### src/sv/hps_pkg.sv
// Package for the haptic pulse scheduler: field widths, operation, priority and
// register index codes, register reset values. No dependencies.
`default_nettype none

package hps_pkg;

   localparam int unsigned TIME_W  = 32;
   localparam int unsigned LEN_W   = 16;
   localparam int unsigned STAT_W  = 32;
   localparam int unsigned OP_W    = 3;
   localparam int unsigned PRIO_W  = 2;
   localparam int unsigned CSR_A_W = 2;
   localparam int unsigned CSR_D_W = 16;

   typedef enum logic [OP_W-1:0] {
      OP_TICK        = 3'd0,
      OP_PULSE       = 3'd1,
      OP_SET_PERIOD  = 3'd2,
      OP_STOP        = 3'd3,
      OP_CLEAR_STATS = 3'd4
   } op_type;

   typedef enum logic [CSR_A_W-1:0] {
      CSR_GUARD      = 2'd0,
      CSR_MIN_GAP    = 2'd1,
      CSR_GEIGER_LEN = 2'd2
   } csr_index_type;

   localparam logic [PRIO_W-1:0] PRIO_GEIGER = 2'd1;
   localparam logic [PRIO_W-1:0] PRIO_EVENT  = 2'd2;

   localparam logic [LEN_W-1:0] GUARD_RESET      = 16'd30;
   localparam logic [LEN_W-1:0] MIN_GAP_RESET    = 16'd60;
   localparam logic [LEN_W-1:0] GEIGER_LEN_RESET = 16'd20;

endpackage

`default_nettype wire

### src/sv/hps_if.sv
// Valid/ready channel interfaces of the haptic pulse scheduler: request,
// response and register write. Depends on hps_pkg.
`default_nettype none

interface hps_req_if;
   logic                        valid;
   logic                        ready;
   logic [hps_pkg::OP_W-1:0]    op;
   logic [hps_pkg::TIME_W-1:0]  now_ms;
   logic [hps_pkg::LEN_W-1:0]   pulse_len_ms;
   logic [hps_pkg::PRIO_W-1:0]  priority_req;
   logic [hps_pkg::LEN_W-1:0]   interval_ms;

   modport source (output valid, op, now_ms, pulse_len_ms, priority_req, interval_ms,
                   input ready);
   modport sink   (input valid, op, now_ms, pulse_len_ms, priority_req, interval_ms,
                   output ready);
endinterface

interface hps_rsp_if;
   logic                        valid;
   logic                        ready;
   logic                        accepted;
   logic                        fire;
   logic [hps_pkg::LEN_W-1:0]   fire_len_ms;
   logic [hps_pkg::TIME_W-1:0]  last_start_ms;
   logic [hps_pkg::STAT_W-1:0]  fired_count;
   logic [hps_pkg::STAT_W-1:0]  dropped_count;
   logic [hps_pkg::STAT_W-1:0]  queued_count;
   logic [hps_pkg::STAT_W-1:0]  geiger_count;
   logic [hps_pkg::STAT_W-1:0]  smallest_gap_ms;
   logic [hps_pkg::STAT_W-1:0]  longest_wait_ms;

   modport source (output valid, accepted, fire, fire_len_ms, last_start_ms, fired_count,
                   dropped_count, queued_count, geiger_count, smallest_gap_ms,
                   longest_wait_ms,
                   input ready);
   modport sink   (input valid, accepted, fire, fire_len_ms, last_start_ms, fired_count,
                   dropped_count, queued_count, geiger_count, smallest_gap_ms,
                   longest_wait_ms,
                   output ready);
endinterface

interface hps_csr_if;
   logic                         valid;
   logic                         ready;
   logic [hps_pkg::CSR_A_W-1:0]  index;
   logic [hps_pkg::CSR_D_W-1:0]  data;

   modport source (output valid, index, data, input ready);
   modport sink   (input valid, index, data, output ready);
endinterface

`default_nettype wire

### src/sv/haptic_pulse_scheduler.sv
// Haptic pulse scheduler top level: input register, scheduling logic, response register.
// Depends on hps_pkg and the channel interfaces in hps_if.sv.
`default_nettype none

// One request word is taken per cycle unless a stalled response word blocks the input
// register, and every request gives exactly one response word. A word passes from the
// input register to the response register, which holds it until the sink is ready;
// the scheduler state is updated in the single pass between those registers.
// Register writes are taken in any cycle and must only be issued while the block
// holds no request whose response is still outstanding.
module haptic_pulse_scheduler (
   input  wire logic   clock,
   input  wire logic   reset,
   hps_req_if.sink     req_ch,
   hps_rsp_if.source   rsp_ch,
   hps_csr_if.sink     csr_ch
);
   import hps_pkg::*;

   // configuration
   logic [LEN_W-1:0]  guard_ff, min_gap_ff, geiger_len_ff;

   // input register
   logic              s1_valid_ff, s1_valid_in;
   logic [OP_W-1:0]   s1_op_ff;
   logic [TIME_W-1:0] s1_now_ff;
   logic [LEN_W-1:0]  s1_len_ff;
   logic [PRIO_W-1:0] s1_prio_ff;
   logic [LEN_W-1:0]  s1_period_ff;

   // scheduler state
   logic [TIME_W-1:0] last_start_ff, last_start_in;
   logic [LEN_W-1:0]  last_len_ff, last_len_in;
   logic [LEN_W-1:0]  tick_period_ff, tick_period_in;
   logic [TIME_W-1:0] due_ff, due_in;
   logic              due_valid_ff, due_valid_in;
   logic [LEN_W-1:0]  wait_len_ff, wait_len_in;
   logic [TIME_W-1:0] wait_since_ff, wait_since_in;
   logic [STAT_W-1:0] fired_ff, fired_in;
   logic [STAT_W-1:0] dropped_ff, dropped_in;
   logic [STAT_W-1:0] queued_ff, queued_in;
   logic [STAT_W-1:0] geiger_ff, geiger_in;
   logic [STAT_W-1:0] small_gap_ff, small_gap_in;
   logic [STAT_W-1:0] long_wait_ff, long_wait_in;

   // response register
   logic              rsp_valid_ff, rsp_valid_in;
   logic              rsp_accepted_ff, accepted_in;
   logic              rsp_fire_ff, fire_in;
   logic [LEN_W-1:0]  rsp_fire_len_ff, fire_len_in;

   // handshake
   logic req_hs, out_free, step;

   assign req_hs       = req_ch.valid && req_ch.ready;
   assign out_free     = !rsp_valid_ff || rsp_ch.ready;
   assign step         = s1_valid_ff && out_free;
   assign req_ch.ready = !s1_valid_ff || out_free;
   assign csr_ch.ready = 1'b1;

   always_comb begin
      s1_valid_in = s1_valid_ff;
      if (req_hs) begin
         s1_valid_in = 1'b1;
      end else if (step) begin
         s1_valid_in = 1'b0;
      end
   end

   always_comb begin
      rsp_valid_in = rsp_valid_ff;
      if (step) begin
         rsp_valid_in = 1'b1;
      end else if (rsp_ch.ready) begin
         rsp_valid_in = 1'b0;
      end
   end

   // scheduling datapath
   logic [TIME_W-1:0] elapsed, waited, behind, due_adv, past_adv;
   logic [TIME_W-1:0] now_plus_tick, now_plus_new;
   logic [LEN_W:0]    len_guard;
   logic              busy, far_behind, start_en, is_event;
   logic [LEN_W-1:0]  start_len;

   always_comb begin
      elapsed       = s1_now_ff - last_start_ff;
      waited        = s1_now_ff - wait_since_ff;
      len_guard     = {1'b0, last_len_ff} + {1'b0, guard_ff};
      busy          = (last_len_ff != '0) &&
                      ((elapsed < TIME_W'(len_guard)) || (elapsed < TIME_W'(min_gap_ff)));
      behind        = s1_now_ff - due_ff;
      due_adv       = due_ff + TIME_W'(tick_period_ff);
      past_adv      = s1_now_ff - due_adv;
      far_behind    = !past_adv[TIME_W-1] && (past_adv > TIME_W'(tick_period_ff));
      now_plus_tick = s1_now_ff + TIME_W'(tick_period_ff);
      now_plus_new  = s1_now_ff + TIME_W'(s1_period_ff);
      is_event      = s1_prio_ff >= PRIO_EVENT;
   end

   always_comb begin
      tick_period_in = tick_period_ff;
      due_in         = due_ff;
      due_valid_in   = due_valid_ff;
      wait_len_in    = wait_len_ff;
      wait_since_in  = wait_since_ff;
      dropped_in     = dropped_ff;
      queued_in      = queued_ff;
      geiger_in      = geiger_ff;
      long_wait_in   = long_wait_ff;
      accepted_in    = 1'b0;
      start_en       = 1'b0;
      start_len      = '0;
      unique case (s1_op_ff)
         OP_TICK: begin
            if ((wait_len_ff != '0) && !busy) begin
               if (waited > long_wait_ff) begin
                  long_wait_in = waited;
               end
               start_en    = 1'b1;
               start_len   = wait_len_ff;
               wait_len_in = '0;
            end else if (tick_period_ff != '0) begin
               if (!due_valid_ff) begin
                  due_in       = now_plus_tick;
                  due_valid_in = 1'b1;
               end else if (!behind[TIME_W-1]) begin
                  due_in = far_behind ? now_plus_tick : due_adv;
                  if (busy) begin
                     dropped_in = dropped_ff + 1'b1;
                  end else begin
                     start_en  = 1'b1;
                     start_len = geiger_len_ff;
                     geiger_in = geiger_ff + 1'b1;
                  end
               end
            end
         end
         OP_PULSE: begin
            if (!busy) begin
               start_en    = 1'b1;
               start_len   = s1_len_ff;
               accepted_in = 1'b1;
               if (s1_prio_ff == PRIO_GEIGER) begin
                  geiger_in = geiger_ff + 1'b1;
               end
            end else if (is_event) begin
               wait_len_in   = s1_len_ff;
               wait_since_in = s1_now_ff;
               queued_in     = queued_ff + 1'b1;
               accepted_in   = 1'b1;
            end else begin
               dropped_in = dropped_ff + 1'b1;
            end
         end
         OP_SET_PERIOD: begin
            if (s1_period_ff != tick_period_ff) begin
               tick_period_in = s1_period_ff;
               if (s1_period_ff == '0) begin
                  due_in       = '0;
                  due_valid_in = 1'b0;
               end else if (!due_valid_ff || (now_plus_new < due_ff)) begin
                  due_in       = now_plus_new;
                  due_valid_in = 1'b1;
               end
            end
         end
         OP_STOP: begin
            tick_period_in = '0;
            due_in         = '0;
            due_valid_in   = 1'b0;
            wait_len_in    = '0;
         end
         OP_CLEAR_STATS: begin
            dropped_in   = '0;
            queued_in    = '0;
            geiger_in    = '0;
            long_wait_in = '0;
         end
         default: begin
         end
      endcase
   end

   // pulse start bookkeeping
   always_comb begin
      last_start_in = last_start_ff;
      last_len_in   = last_len_ff;
      fired_in      = fired_ff;
      small_gap_in  = small_gap_ff;
      fire_in       = start_en;
      fire_len_in   = start_len;
      if (s1_op_ff == OP_CLEAR_STATS) begin
         fired_in     = '0;
         small_gap_in = '0;
      end else if (start_en) begin
         if ((fired_ff != '0) && ((small_gap_ff == '0) || (elapsed < small_gap_ff))) begin
            small_gap_in = elapsed;
         end
         last_start_in = s1_now_ff;
         last_len_in   = start_len;
         fired_in      = fired_ff + 1'b1;
      end
   end

   always_ff @(posedge clock) begin
      if (reset) begin
         guard_ff      <= GUARD_RESET;
         min_gap_ff    <= MIN_GAP_RESET;
         geiger_len_ff <= GEIGER_LEN_RESET;
      end else if (csr_ch.valid) begin
         unique case (csr_ch.index)
            CSR_GUARD:      guard_ff      <= csr_ch.data;
            CSR_MIN_GAP:    min_gap_ff    <= csr_ch.data;
            CSR_GEIGER_LEN: geiger_len_ff <= csr_ch.data;
            default: begin
            end
         endcase
      end
   end

   always_ff @(posedge clock) begin
      if (reset) begin
         s1_valid_ff  <= 1'b0;
         rsp_valid_ff <= 1'b0;
      end else begin
         s1_valid_ff  <= s1_valid_in;
         rsp_valid_ff <= rsp_valid_in;
      end
   end

   always_ff @(posedge clock) begin
      if (req_hs) begin
         s1_op_ff     <= req_ch.op;
         s1_now_ff    <= req_ch.now_ms;
         s1_len_ff    <= req_ch.pulse_len_ms;
         s1_prio_ff   <= req_ch.priority_req;
         s1_period_ff <= req_ch.interval_ms;
      end
   end

   always_ff @(posedge clock) begin
      if (reset) begin
         last_start_ff  <= '0;
         last_len_ff    <= '0;
         tick_period_ff <= '0;
         due_ff         <= '0;
         due_valid_ff   <= 1'b0;
         wait_len_ff    <= '0;
         wait_since_ff  <= '0;
         fired_ff       <= '0;
         dropped_ff     <= '0;
         queued_ff      <= '0;
         geiger_ff      <= '0;
         small_gap_ff   <= '0;
         long_wait_ff   <= '0;
      end else if (step) begin
         last_start_ff  <= last_start_in;
         last_len_ff    <= last_len_in;
         tick_period_ff <= tick_period_in;
         due_ff         <= due_in;
         due_valid_ff   <= due_valid_in;
         wait_len_ff    <= wait_len_in;
         wait_since_ff  <= wait_since_in;
         fired_ff       <= fired_in;
         dropped_ff     <= dropped_in;
         queued_ff      <= queued_in;
         geiger_ff      <= geiger_in;
         small_gap_ff   <= small_gap_in;
         long_wait_ff   <= long_wait_in;
      end
   end

   always_ff @(posedge clock) begin
      if (step) begin
         rsp_accepted_ff <= accepted_in;
         rsp_fire_ff     <= fire_in;
         rsp_fire_len_ff <= fire_len_in;
      end
   end

   assign rsp_ch.valid           = rsp_valid_ff;
   assign rsp_ch.accepted        = rsp_accepted_ff;
   assign rsp_ch.fire            = rsp_fire_ff;
   assign rsp_ch.fire_len_ms     = rsp_fire_len_ff;
   assign rsp_ch.last_start_ms   = last_start_ff;
   assign rsp_ch.fired_count     = fired_ff;
   assign rsp_ch.dropped_count   = dropped_ff;
   assign rsp_ch.queued_count    = queued_ff;
   assign rsp_ch.geiger_count    = geiger_ff;
   assign rsp_ch.smallest_gap_ms = small_gap_ff;
   assign rsp_ch.longest_wait_ms = long_wait_ff;

endmodule

`default_nettype wire

### src/flat_wrapper.sv
// flat-port wrapper written by rule: the top's interface ports become plain ports
module haptic_pulse_scheduler_flat import hps_pkg::*;
  (clock, reset, req_ch_valid, req_ch_op, req_ch_now_ms, req_ch_pulse_len_ms, req_ch_priority_req, req_ch_interval_ms, req_ch_ready, rsp_ch_valid, rsp_ch_accepted, rsp_ch_fire, rsp_ch_fire_len_ms, rsp_ch_last_start_ms, rsp_ch_fired_count, rsp_ch_dropped_count, rsp_ch_queued_count, rsp_ch_geiger_count, rsp_ch_smallest_gap_ms, rsp_ch_longest_wait_ms, rsp_ch_ready, csr_ch_valid, csr_ch_index, csr_ch_data, csr_ch_ready);
  hps_req_if req_ch_i ();
  hps_rsp_if rsp_ch_i ();
  hps_csr_if csr_ch_i ();
  input  wire logic clock;
  input  wire logic reset;
  input wire logic [$bits(req_ch_i.valid)-1:0] req_ch_valid;
  input wire logic [$bits(req_ch_i.op)-1:0] req_ch_op;
  input wire logic [$bits(req_ch_i.now_ms)-1:0] req_ch_now_ms;
  input wire logic [$bits(req_ch_i.pulse_len_ms)-1:0] req_ch_pulse_len_ms;
  input wire logic [$bits(req_ch_i.priority_req)-1:0] req_ch_priority_req;
  input wire logic [$bits(req_ch_i.interval_ms)-1:0] req_ch_interval_ms;
  output wire logic [$bits(req_ch_i.ready)-1:0] req_ch_ready;
  output wire logic [$bits(rsp_ch_i.valid)-1:0] rsp_ch_valid;
  output wire logic [$bits(rsp_ch_i.accepted)-1:0] rsp_ch_accepted;
  output wire logic [$bits(rsp_ch_i.fire)-1:0] rsp_ch_fire;
  output wire logic [$bits(rsp_ch_i.fire_len_ms)-1:0] rsp_ch_fire_len_ms;
  output wire logic [$bits(rsp_ch_i.last_start_ms)-1:0] rsp_ch_last_start_ms;
  output wire logic [$bits(rsp_ch_i.fired_count)-1:0] rsp_ch_fired_count;
  output wire logic [$bits(rsp_ch_i.dropped_count)-1:0] rsp_ch_dropped_count;
  output wire logic [$bits(rsp_ch_i.queued_count)-1:0] rsp_ch_queued_count;
  output wire logic [$bits(rsp_ch_i.geiger_count)-1:0] rsp_ch_geiger_count;
  output wire logic [$bits(rsp_ch_i.smallest_gap_ms)-1:0] rsp_ch_smallest_gap_ms;
  output wire logic [$bits(rsp_ch_i.longest_wait_ms)-1:0] rsp_ch_longest_wait_ms;
  input wire logic [$bits(rsp_ch_i.ready)-1:0] rsp_ch_ready;
  input wire logic [$bits(csr_ch_i.valid)-1:0] csr_ch_valid;
  input wire logic [$bits(csr_ch_i.index)-1:0] csr_ch_index;
  input wire logic [$bits(csr_ch_i.data)-1:0] csr_ch_data;
  output wire logic [$bits(csr_ch_i.ready)-1:0] csr_ch_ready;
  assign req_ch_i.valid = req_ch_valid;
  assign req_ch_i.op = req_ch_op;
  assign req_ch_i.now_ms = req_ch_now_ms;
  assign req_ch_i.pulse_len_ms = req_ch_pulse_len_ms;
  assign req_ch_i.priority_req = req_ch_priority_req;
  assign req_ch_i.interval_ms = req_ch_interval_ms;
  assign req_ch_ready = req_ch_i.ready;
  assign rsp_ch_valid = rsp_ch_i.valid;
  assign rsp_ch_accepted = rsp_ch_i.accepted;
  assign rsp_ch_fire = rsp_ch_i.fire;
  assign rsp_ch_fire_len_ms = rsp_ch_i.fire_len_ms;
  assign rsp_ch_last_start_ms = rsp_ch_i.last_start_ms;
  assign rsp_ch_fired_count = rsp_ch_i.fired_count;
  assign rsp_ch_dropped_count = rsp_ch_i.dropped_count;
  assign rsp_ch_queued_count = rsp_ch_i.queued_count;
  assign rsp_ch_geiger_count = rsp_ch_i.geiger_count;
  assign rsp_ch_smallest_gap_ms = rsp_ch_i.smallest_gap_ms;
  assign rsp_ch_longest_wait_ms = rsp_ch_i.longest_wait_ms;
  assign rsp_ch_i.ready = rsp_ch_ready;
  assign csr_ch_i.valid = csr_ch_valid;
  assign csr_ch_i.index = csr_ch_index;
  assign csr_ch_i.data = csr_ch_data;
  assign csr_ch_ready = csr_ch_i.ready;
  haptic_pulse_scheduler u_core (.clock(clock), .reset(reset), .req_ch(req_ch_i), .rsp_ch(rsp_ch_i), .csr_ch(csr_ch_i));
endmodule
### config.mk
export PLATFORM = sky130hd
export DESIGN_NAME = haptic_pulse_scheduler_flat
export DESIGN_NICKNAME = d
export VERILOG_FILES = /design/src/sv/hps_pkg.sv /design/src/sv/hps_if.sv /design/src/sv/haptic_pulse_scheduler.sv /design/src/flat_wrapper.sv
export SDC_FILE = /design/constraint.sdc
export NUM_CORES = 2
export LEC_CHECK = 0
export ABC_AREA = 0
export BUFFER_PORTS_ARGS = -buffer_cell sky130_fd_sc_hd__buf_2
export CAP_MARGIN = 5
export CORE_MARGIN = 4
export CORE_UTILIZATION = 45
export DETAILED_ROUTE_END_ITERATION = 7
export HOLD_SLACK_MARGIN = 0.05
export PLACE_DENSITY = 0.69
export SETUP_SLACK_MARGIN = 0.1
export SLEW_MARGIN = 25
export SYNTH_ARGS = -nofsm -noshare
export SYNTH_HDL_FRONTEND = slang
export SYNTH_SLANG_ARGS = --single-unit
### constraint.sdc
create_clock -name clock -period 8 [get_ports clock]
set_input_delay 0.8 -clock clock [delete_from_list [all_inputs] [get_ports clock]]
set_output_delay 0.8 -clock clock [all_outputs]
set_load 0.05 [all_outputs]
* Word level (Yosys, flattened, before mapping) *
Cells that the tools add are included.
Widths: inputs -> output; s select.

cells by class
  add/subtract/negate cells = 12
  $lt $le $gt $ge = 7
  equal/unequal tests = 24
  mux-type cells = 67
  bitwise operators = 1
  reduce and logical (&&, ||, !) cells = 49

operators by type and width
  kind                   number
  $mux 32                31
  $pmux 32 s3            3
  $mux 16                10
  $add 32x1->32 const B  4
  $pmux 32 s2            2
  $sub 32x32->32         4
  $add 32x16->32         3
  $lt 32x32->1           2
  $pmux 16 s2            2
  $pmux 16 s3            1
  $reduce_bool 16->1     3
  $gt 32x16->1           1
  $gt 32x32->1           1
  $logic_not 32->1       1
  $lt 32x16->1           1
  $lt 32x17->1           1
  $reduce_bool 32->1     1
  $ne 2x1->1 const B     9
  $reduce_and 9->1       2
  $add 16x16->17         1
  $logic_not 16->1       1
  $mux 1                 16
  $ne 16x16->1           1
  $reduce_bool 2->1      7
  other kinds (24)       52

word-level totals
  bits in registers = 474
  output and inout port bits = 245

* Longest topological paths before layout *
  depth in word-level cells = 12
  gate-level depth with buffers = 35
  mapped depth without buffers = 32

* Least setup slack after synthesis *
OpenSTA, ideal clock, no wires.

  path type = register to register
  start = reg u_core.tick_period_ff[0]
  end = reg u_core.due_ff[20]
  setup time = 0.125 ns
  arrival time = 7.097 ns
  path slack = 0.778 ns
  cell stages (with the launch flop) = 31
  clock period less this slack = 7.222 ns
  cells stage by stage = dfxtp_1 > ha_1 > fa_1 > a211oi_1 > o21ai_0 > xnor2_1 > ha_1 > or3_1 > o21a_1 > maj3_1 > a21o_1 > maj3_1 > a21oi_1 > xnor2_1 > ha_1 > nand4_1 > or3_1 > nor3_1 > nor2_1 > o21ai_0 > o2111ai_1 > a311o_1 > a2111oi_0 > o211ai_1 > or4b_4 > nor4_4 > nand4_4 > a31oi_4 > nor2_1 > o21a_1 > o41a_1

on the way
  cells in the longest elaborated chain, start to end = 10
  elaborated cells on any way between the ends = 17
  classes of those cells = 3 x add/sub; 1 x order compare; 3 x eq/ne; 6 x mux; 4 x reduce/logical

ends and longest elaborated chain
  what                                             line                           text
  start, declared                                  haptic_pulse_scheduler.sv:34   logic [LEN_W-1:0] tick_period_ff, tick_period_in;
  start signal, assigned                           haptic_pulse_scheduler.sv:260  tick_period_ff <= tick_period_in;
  $add 32x16->32                                   haptic_pulse_scheduler.sv:93   due_adv = due_ff + TIME_W'(tick_period_ff);
  $sub 32x32->32                                   haptic_pulse_scheduler.sv:94   past_adv = s1_now_ff - due_adv;
  $gt 32x16->1 or $logic_not 1->1 (tied branches)  haptic_pulse_scheduler.sv:95   far_behind = !past_adv[TIME_W-1] && (past_adv > TIME_W'(tick_period_ff));
  $logic_and 1x1->1                                haptic_pulse_scheduler.sv:95
  $mux 32                                          haptic_pulse_scheduler.sv:128  due_in = far_behind ? now_plus_tick : due_adv;
  $mux 32                                          haptic_pulse_scheduler.sv:127  end else if (!behind[TIME_W-1]) begin
  $mux 32                                          haptic_pulse_scheduler.sv:124  if (!due_valid_ff) begin
  $mux 32                                          haptic_pulse_scheduler.sv:123  end else if (tick_period_ff != '0) begin
  $mux 32                                          haptic_pulse_scheduler.sv:116  if ((wait_len_ff != '0) && !busy) begin
  $pmux 32 s3                                      haptic_pulse_scheduler.sv:114  unique case (s1_op_ff)
  end signal, assigned                             haptic_pulse_scheduler.sv:261  due_ff <= due_in;
  end, declared                                    haptic_pulse_scheduler.sv:35   logic [TIME_W-1:0] due_ff, due_in;

Parallel ways exist; a longest one is shown, timed or not. The select of a mux whose other input is x is not followed.
A chain may end at the register's enable or synchronous reset.

* Worst setup path after layout *
  start = reg u_core.due_ff[0]
  end = reg u_core.due_ff[0]

on the way
  cells in the longest elaborated chain, start to end = 10
  elaborated cells on any way between the ends = 17
  classes of those cells = 3 x add/sub; 2 x order compare; 2 x eq/ne; 6 x mux; 4 x reduce/logical

ends and longest elaborated chain
  what                                             line
  $add 32x16->32                                   haptic_pulse_scheduler.sv:93
  $sub 32x32->32                                   haptic_pulse_scheduler.sv:94
  $gt 32x16->1 or $logic_not 1->1 (tied branches)  haptic_pulse_scheduler.sv:95
  $logic_and 1x1->1                                haptic_pulse_scheduler.sv:95
  $mux 32                                          haptic_pulse_scheduler.sv:128
  $mux 32                                          haptic_pulse_scheduler.sv:127
  $mux 32                                          haptic_pulse_scheduler.sv:124
  $mux 32                                          haptic_pulse_scheduler.sv:123
  $mux 32                                          haptic_pulse_scheduler.sv:116
  $pmux 32 s3                                      haptic_pulse_scheduler.sv:114

Parallel ways exist; a longest one is shown, timed or not. The select of a mux whose other input is x is not followed.

==> summary.txt <==
STA
  • Relative slew slack: 0.255
  • Number of setup violations in the final report: 0
  • Clock Skews: 41.0 ps
  • Final Hold Vio Count: 0
  • Hold WS: 327 ps
  • Pins Over Slew Limit: 0
  • Worst Tran Pin Value: 1110 ps
  • Worst setup margin: 217 ps
  • Period utilization: 0.973
  • Tmin final: 7780 ps
  • Fmax: 128 MHz
  • RSZ-0062 raised after global routing: yes

Clock network
  • Clock Sinks: 474
  • TritonCTS clock tree: done
  • Clk root buf: clkbuf_16
  • Clock buffer depth: 3
  • CTS H-Tree Depth: 2
  • Number of buffers created by CTS: 57
  • Clk Latency, worst-skew pair: 650 ps
  • Clk pin slew, worst setup/hold paths: 70 ps

Placement
  • Setup WS pre-CTS: -49.1 ps
  • Placed instance area: 35700 um2
  • Placed cell count: 5280
  • Global placer's final weighted congestion: 0.965
  • HPWL Detailed: 85700 um
  • Port bufs: 335

Drt
  • Antenna Violating Nets Remaining: 0
  • Final wirelength: 114000 um
  • First-pass detailed-route iteration total: 7
  • Vias per inst: 5.82
  • DR iter-0 viols: 2596
  • WL per Instance: 21.1 um
  • DRC violations left: 0
  • Vias: 31400

Finish
  • Cell area after layout: 38100 um2
  • N_diodes: 0
  • Commonest non-fill, non-tap cells in the layout: nand2_1, dfxtp_1, a21oi_1
  • Layout cells sized above 1: 0.148
  • Syn-to-layout area delta: 16.0%
  • Finished Layout Cells: 5404
  • Most common cell after layout, fill and taps aside: nand2_1
  • Final Net Count: 4826
  • Fill count: 6953

Setup path
  • CP max FO: 7
  • Critical Path Start Type: flip-flop
  • CP max-delay cell: or4b_4
  • Crit. End Element: flip-flop
  • Setup CP Type: reg -> reg
  • Worst Path Arrival: 8310 ps
  • Critical Path Max Stage Delay: 560 ps
  • Worst EP required: 8530 ps
  • Critical Path Most Common Cell: ha_4

Logic synthesis
  • Post-synthesis simple-gate area fraction: 0.220
  • Post-Syn Area per Cell: 8.02 um2
  • Prevailing post-synth register cell: dfxtp_1
  • Ranking of synthesized cells by area: dfxtp_1, ha_1, edfxtp_1, nand2_1, a21oi_1
  • Post-synth top area share: 0.236
  • Synth Register Bits: 474
  • Synthesized net count: 4515
  • Post-synthesis cell count: 4094
  • Sequential area share after synthesis: 0.316
  • Yosys top cell by area: dfxtp_1
  • Synth Area in XOR/XNOR: 0.0642
  • EDFF count, synth: 87
  • Post-synthesis mux area share: 0.0232
  • Netlist cell types: 111
  • Main combinational cell family by area after synthesis: simple AND/OR/NAND/NOR gates
  • Mapped Area: 32800 um2
  • Post-Synth Adder-Cell Area: 0.129
  • Post-synthesis async set-or-reset flop share: 0
  • Post-synthesis compound-gate area fraction: 0.193
  • YS warnings: 0

GRT
  • All-layer global routing usage: 0.278
  • Total gr overflow: 0
  • Vias in the first global route: 29300
  • Largest net degree at the start of global routing: 88
  • First-pass GRT wire length: 173000 um
  • Antenna violations before repair: 1

Die
  • Io pins: 337
  • CORE AREA: 71900 um2
  • Initial Util: 0.457
  • Die Height: 278 um
  • Die area: 77300 um2
  • Num rows: 98
  • Chip width: 278 um

Pwr
  • Peak supply drop: 0.171 mV
  • Leakage Power: 15.1 nW
  • Power Density: 175 nW/um2
  • Final total power: 6.67 mW

Run status
  • Status: complete, no violations

Run
  • Max-cap violations: 0

Hold path
  • Worst hold path type: in -> reg
-- path summary, 6_finish.rpt --
path | startpoint | to | slack [ps] | cells past startpoint
max | u_core.due_ff[0]$_SDFFE_PP0P_ | u_core.due_ff[0]$_SDFFE_PP0P_ | 220 | 31
min | req_ch_now_ms[27] | u_core.s1_now_ff[27]$_DFFE_PP_ | 330 | 1
max reg2reg | u_core.due_ff[0]$_SDFFE_PP0P_ | u_core.due_ff[0]$_SDFFE_PP0P_ | 220 | 31
min reg2reg | u_core.wait_since_ff[20]$_SDFFE_PP0P_ | u_core.wait_since_ff[20]$_SDFFE_PP0P_ | 450 | 2
-- flip-flops by register name (all words and copies together) (netlist names), 32 cells and up --
name                           flops
u_core.due_ff                     32
u_core.rsp_ch.dropped_count       32
u_core.rsp_ch.fired_count         32
u_core.rsp_ch.geiger_count        32
u_core.rsp_ch.last_start_ms       32
u_core.rsp_ch.longest_wait_ms     32
u_core.rsp_ch.queued_count        32
u_core.rsp_ch.smallest_gap_ms     32
u_core.s1_now_ff                  32
u_core.wait_since_ff              32
-- metal layers --
metal  global-route usage  part of all wire  wire length, um  vias to the layer above
met5                    0           0.00011               13                        -
met4               0.0903             0.037             4220                        2
met3               0.0477             0.079             8990                      220
met2                0.459              0.45            51800                     1114
met1                0.372              0.43            48800                    14900
li1                     -                 -                -                    15200
-- timing repair --
| item | in CTS | in global routing |
|---|---|---|
| pin swaps | 0 | 50 |
| cloned | 0 | 1 |
| hold buffers | 0 | 0 |
| buffers inserted | 0 | 15 |
| hold endpoints to repair | 0 | 0 |
| setup endpoints to repair | 30 | 32 |
| resized for setup | 3 | 48 |
-- critical path, delay by kind of cell, from the launching register on --
family | cells | cell delay [ps]
compound gates | 12 | 2990
simple gates | 11 | 2340
fa+ha+maj | 4 | 1130
flops | 1 | 350
xor+xnor | 2 | 330
mux | 1 | 320
buf+inv | 1 | 170
-- logic make-up (layout without fill, tap and decap cells) --
group                    after synthesis  count (layout)
multiplexers                          72              72
adder cells (fa/ha/maj)              335             335
other                                  1               1
AO/OA/AOI/OAI                       1008            1008
buffers and inverters                467             827
flip-flops                           474             474
XOR/XNOR                             235             235
AND/OR/NAND/NOR                     1502            1502
-- power breakdown --
| group | switching [mW] | internal [mW] | leakage [nW] | total [mW] |
|---|---|---|---|---|
| clock network | 1.14 | 1.72 | 0.996 | 2.86 |
| registers | 0.0698 | 2.49 | 3.97 | 2.56 |
| logic | 0.776 | 0.475 | 10.2 | 1.25 |
| total | 1.99 | 4.68 | 15.1 | 6.67 |
-- metrics by stage --
stage / utilization / TNS [ps]
floorplan: - / 0
global placement: 0.496 / 0
detailed placement: 0.496 / -233
CTS: 0.525 / 0
global route: 0.530 / -2670
finish: 0.530 / 0
-- final cells by class --
| class | count | area (um2) | share of cell area |
|---|---|---|---|
| multi-input cells | 3153 | 20900 | 0.549 |
| flip-flops and latches | 474 | 10400 | 0.272 |
| repair buffers | 432 | 2480 | 0.0651 |
| clock buffers | 74 | 1580 | 0.0415 |
| well taps | 950 | 1190 | 0.0312 |
| inverters | 287 | 1080 | 0.0283 |
| clock inverters | 34 | 475 | 0.0125 |
-- Yosys cell counts, types with 47 or more instances --
| cell | n |
|---|---|
| ha_1 | 322 |
| nand2_1 | 552 |
| inv_1 | 285 |
| and3_1 | 57 |
| nand4_1 | 104 |
| xnor2_1 | 153 |
| nor3_1 | 89 |
| dfxtp_1 | 387 |
| edfxtp_1 | 87 |
| nand2b_1 | 50 |
| o21ai_0 | 213 |
| a21o_1 | 81 |
| clkbuf_1 | 148 |
| a21oi_1 | 385 |
| nor4_1 | 47 |
| nand3_1 | 134 |
| xor2_1 | 77 |
| nor2_1 | 285 |
No activity file was read; power rests on OpenSTA's default activity.
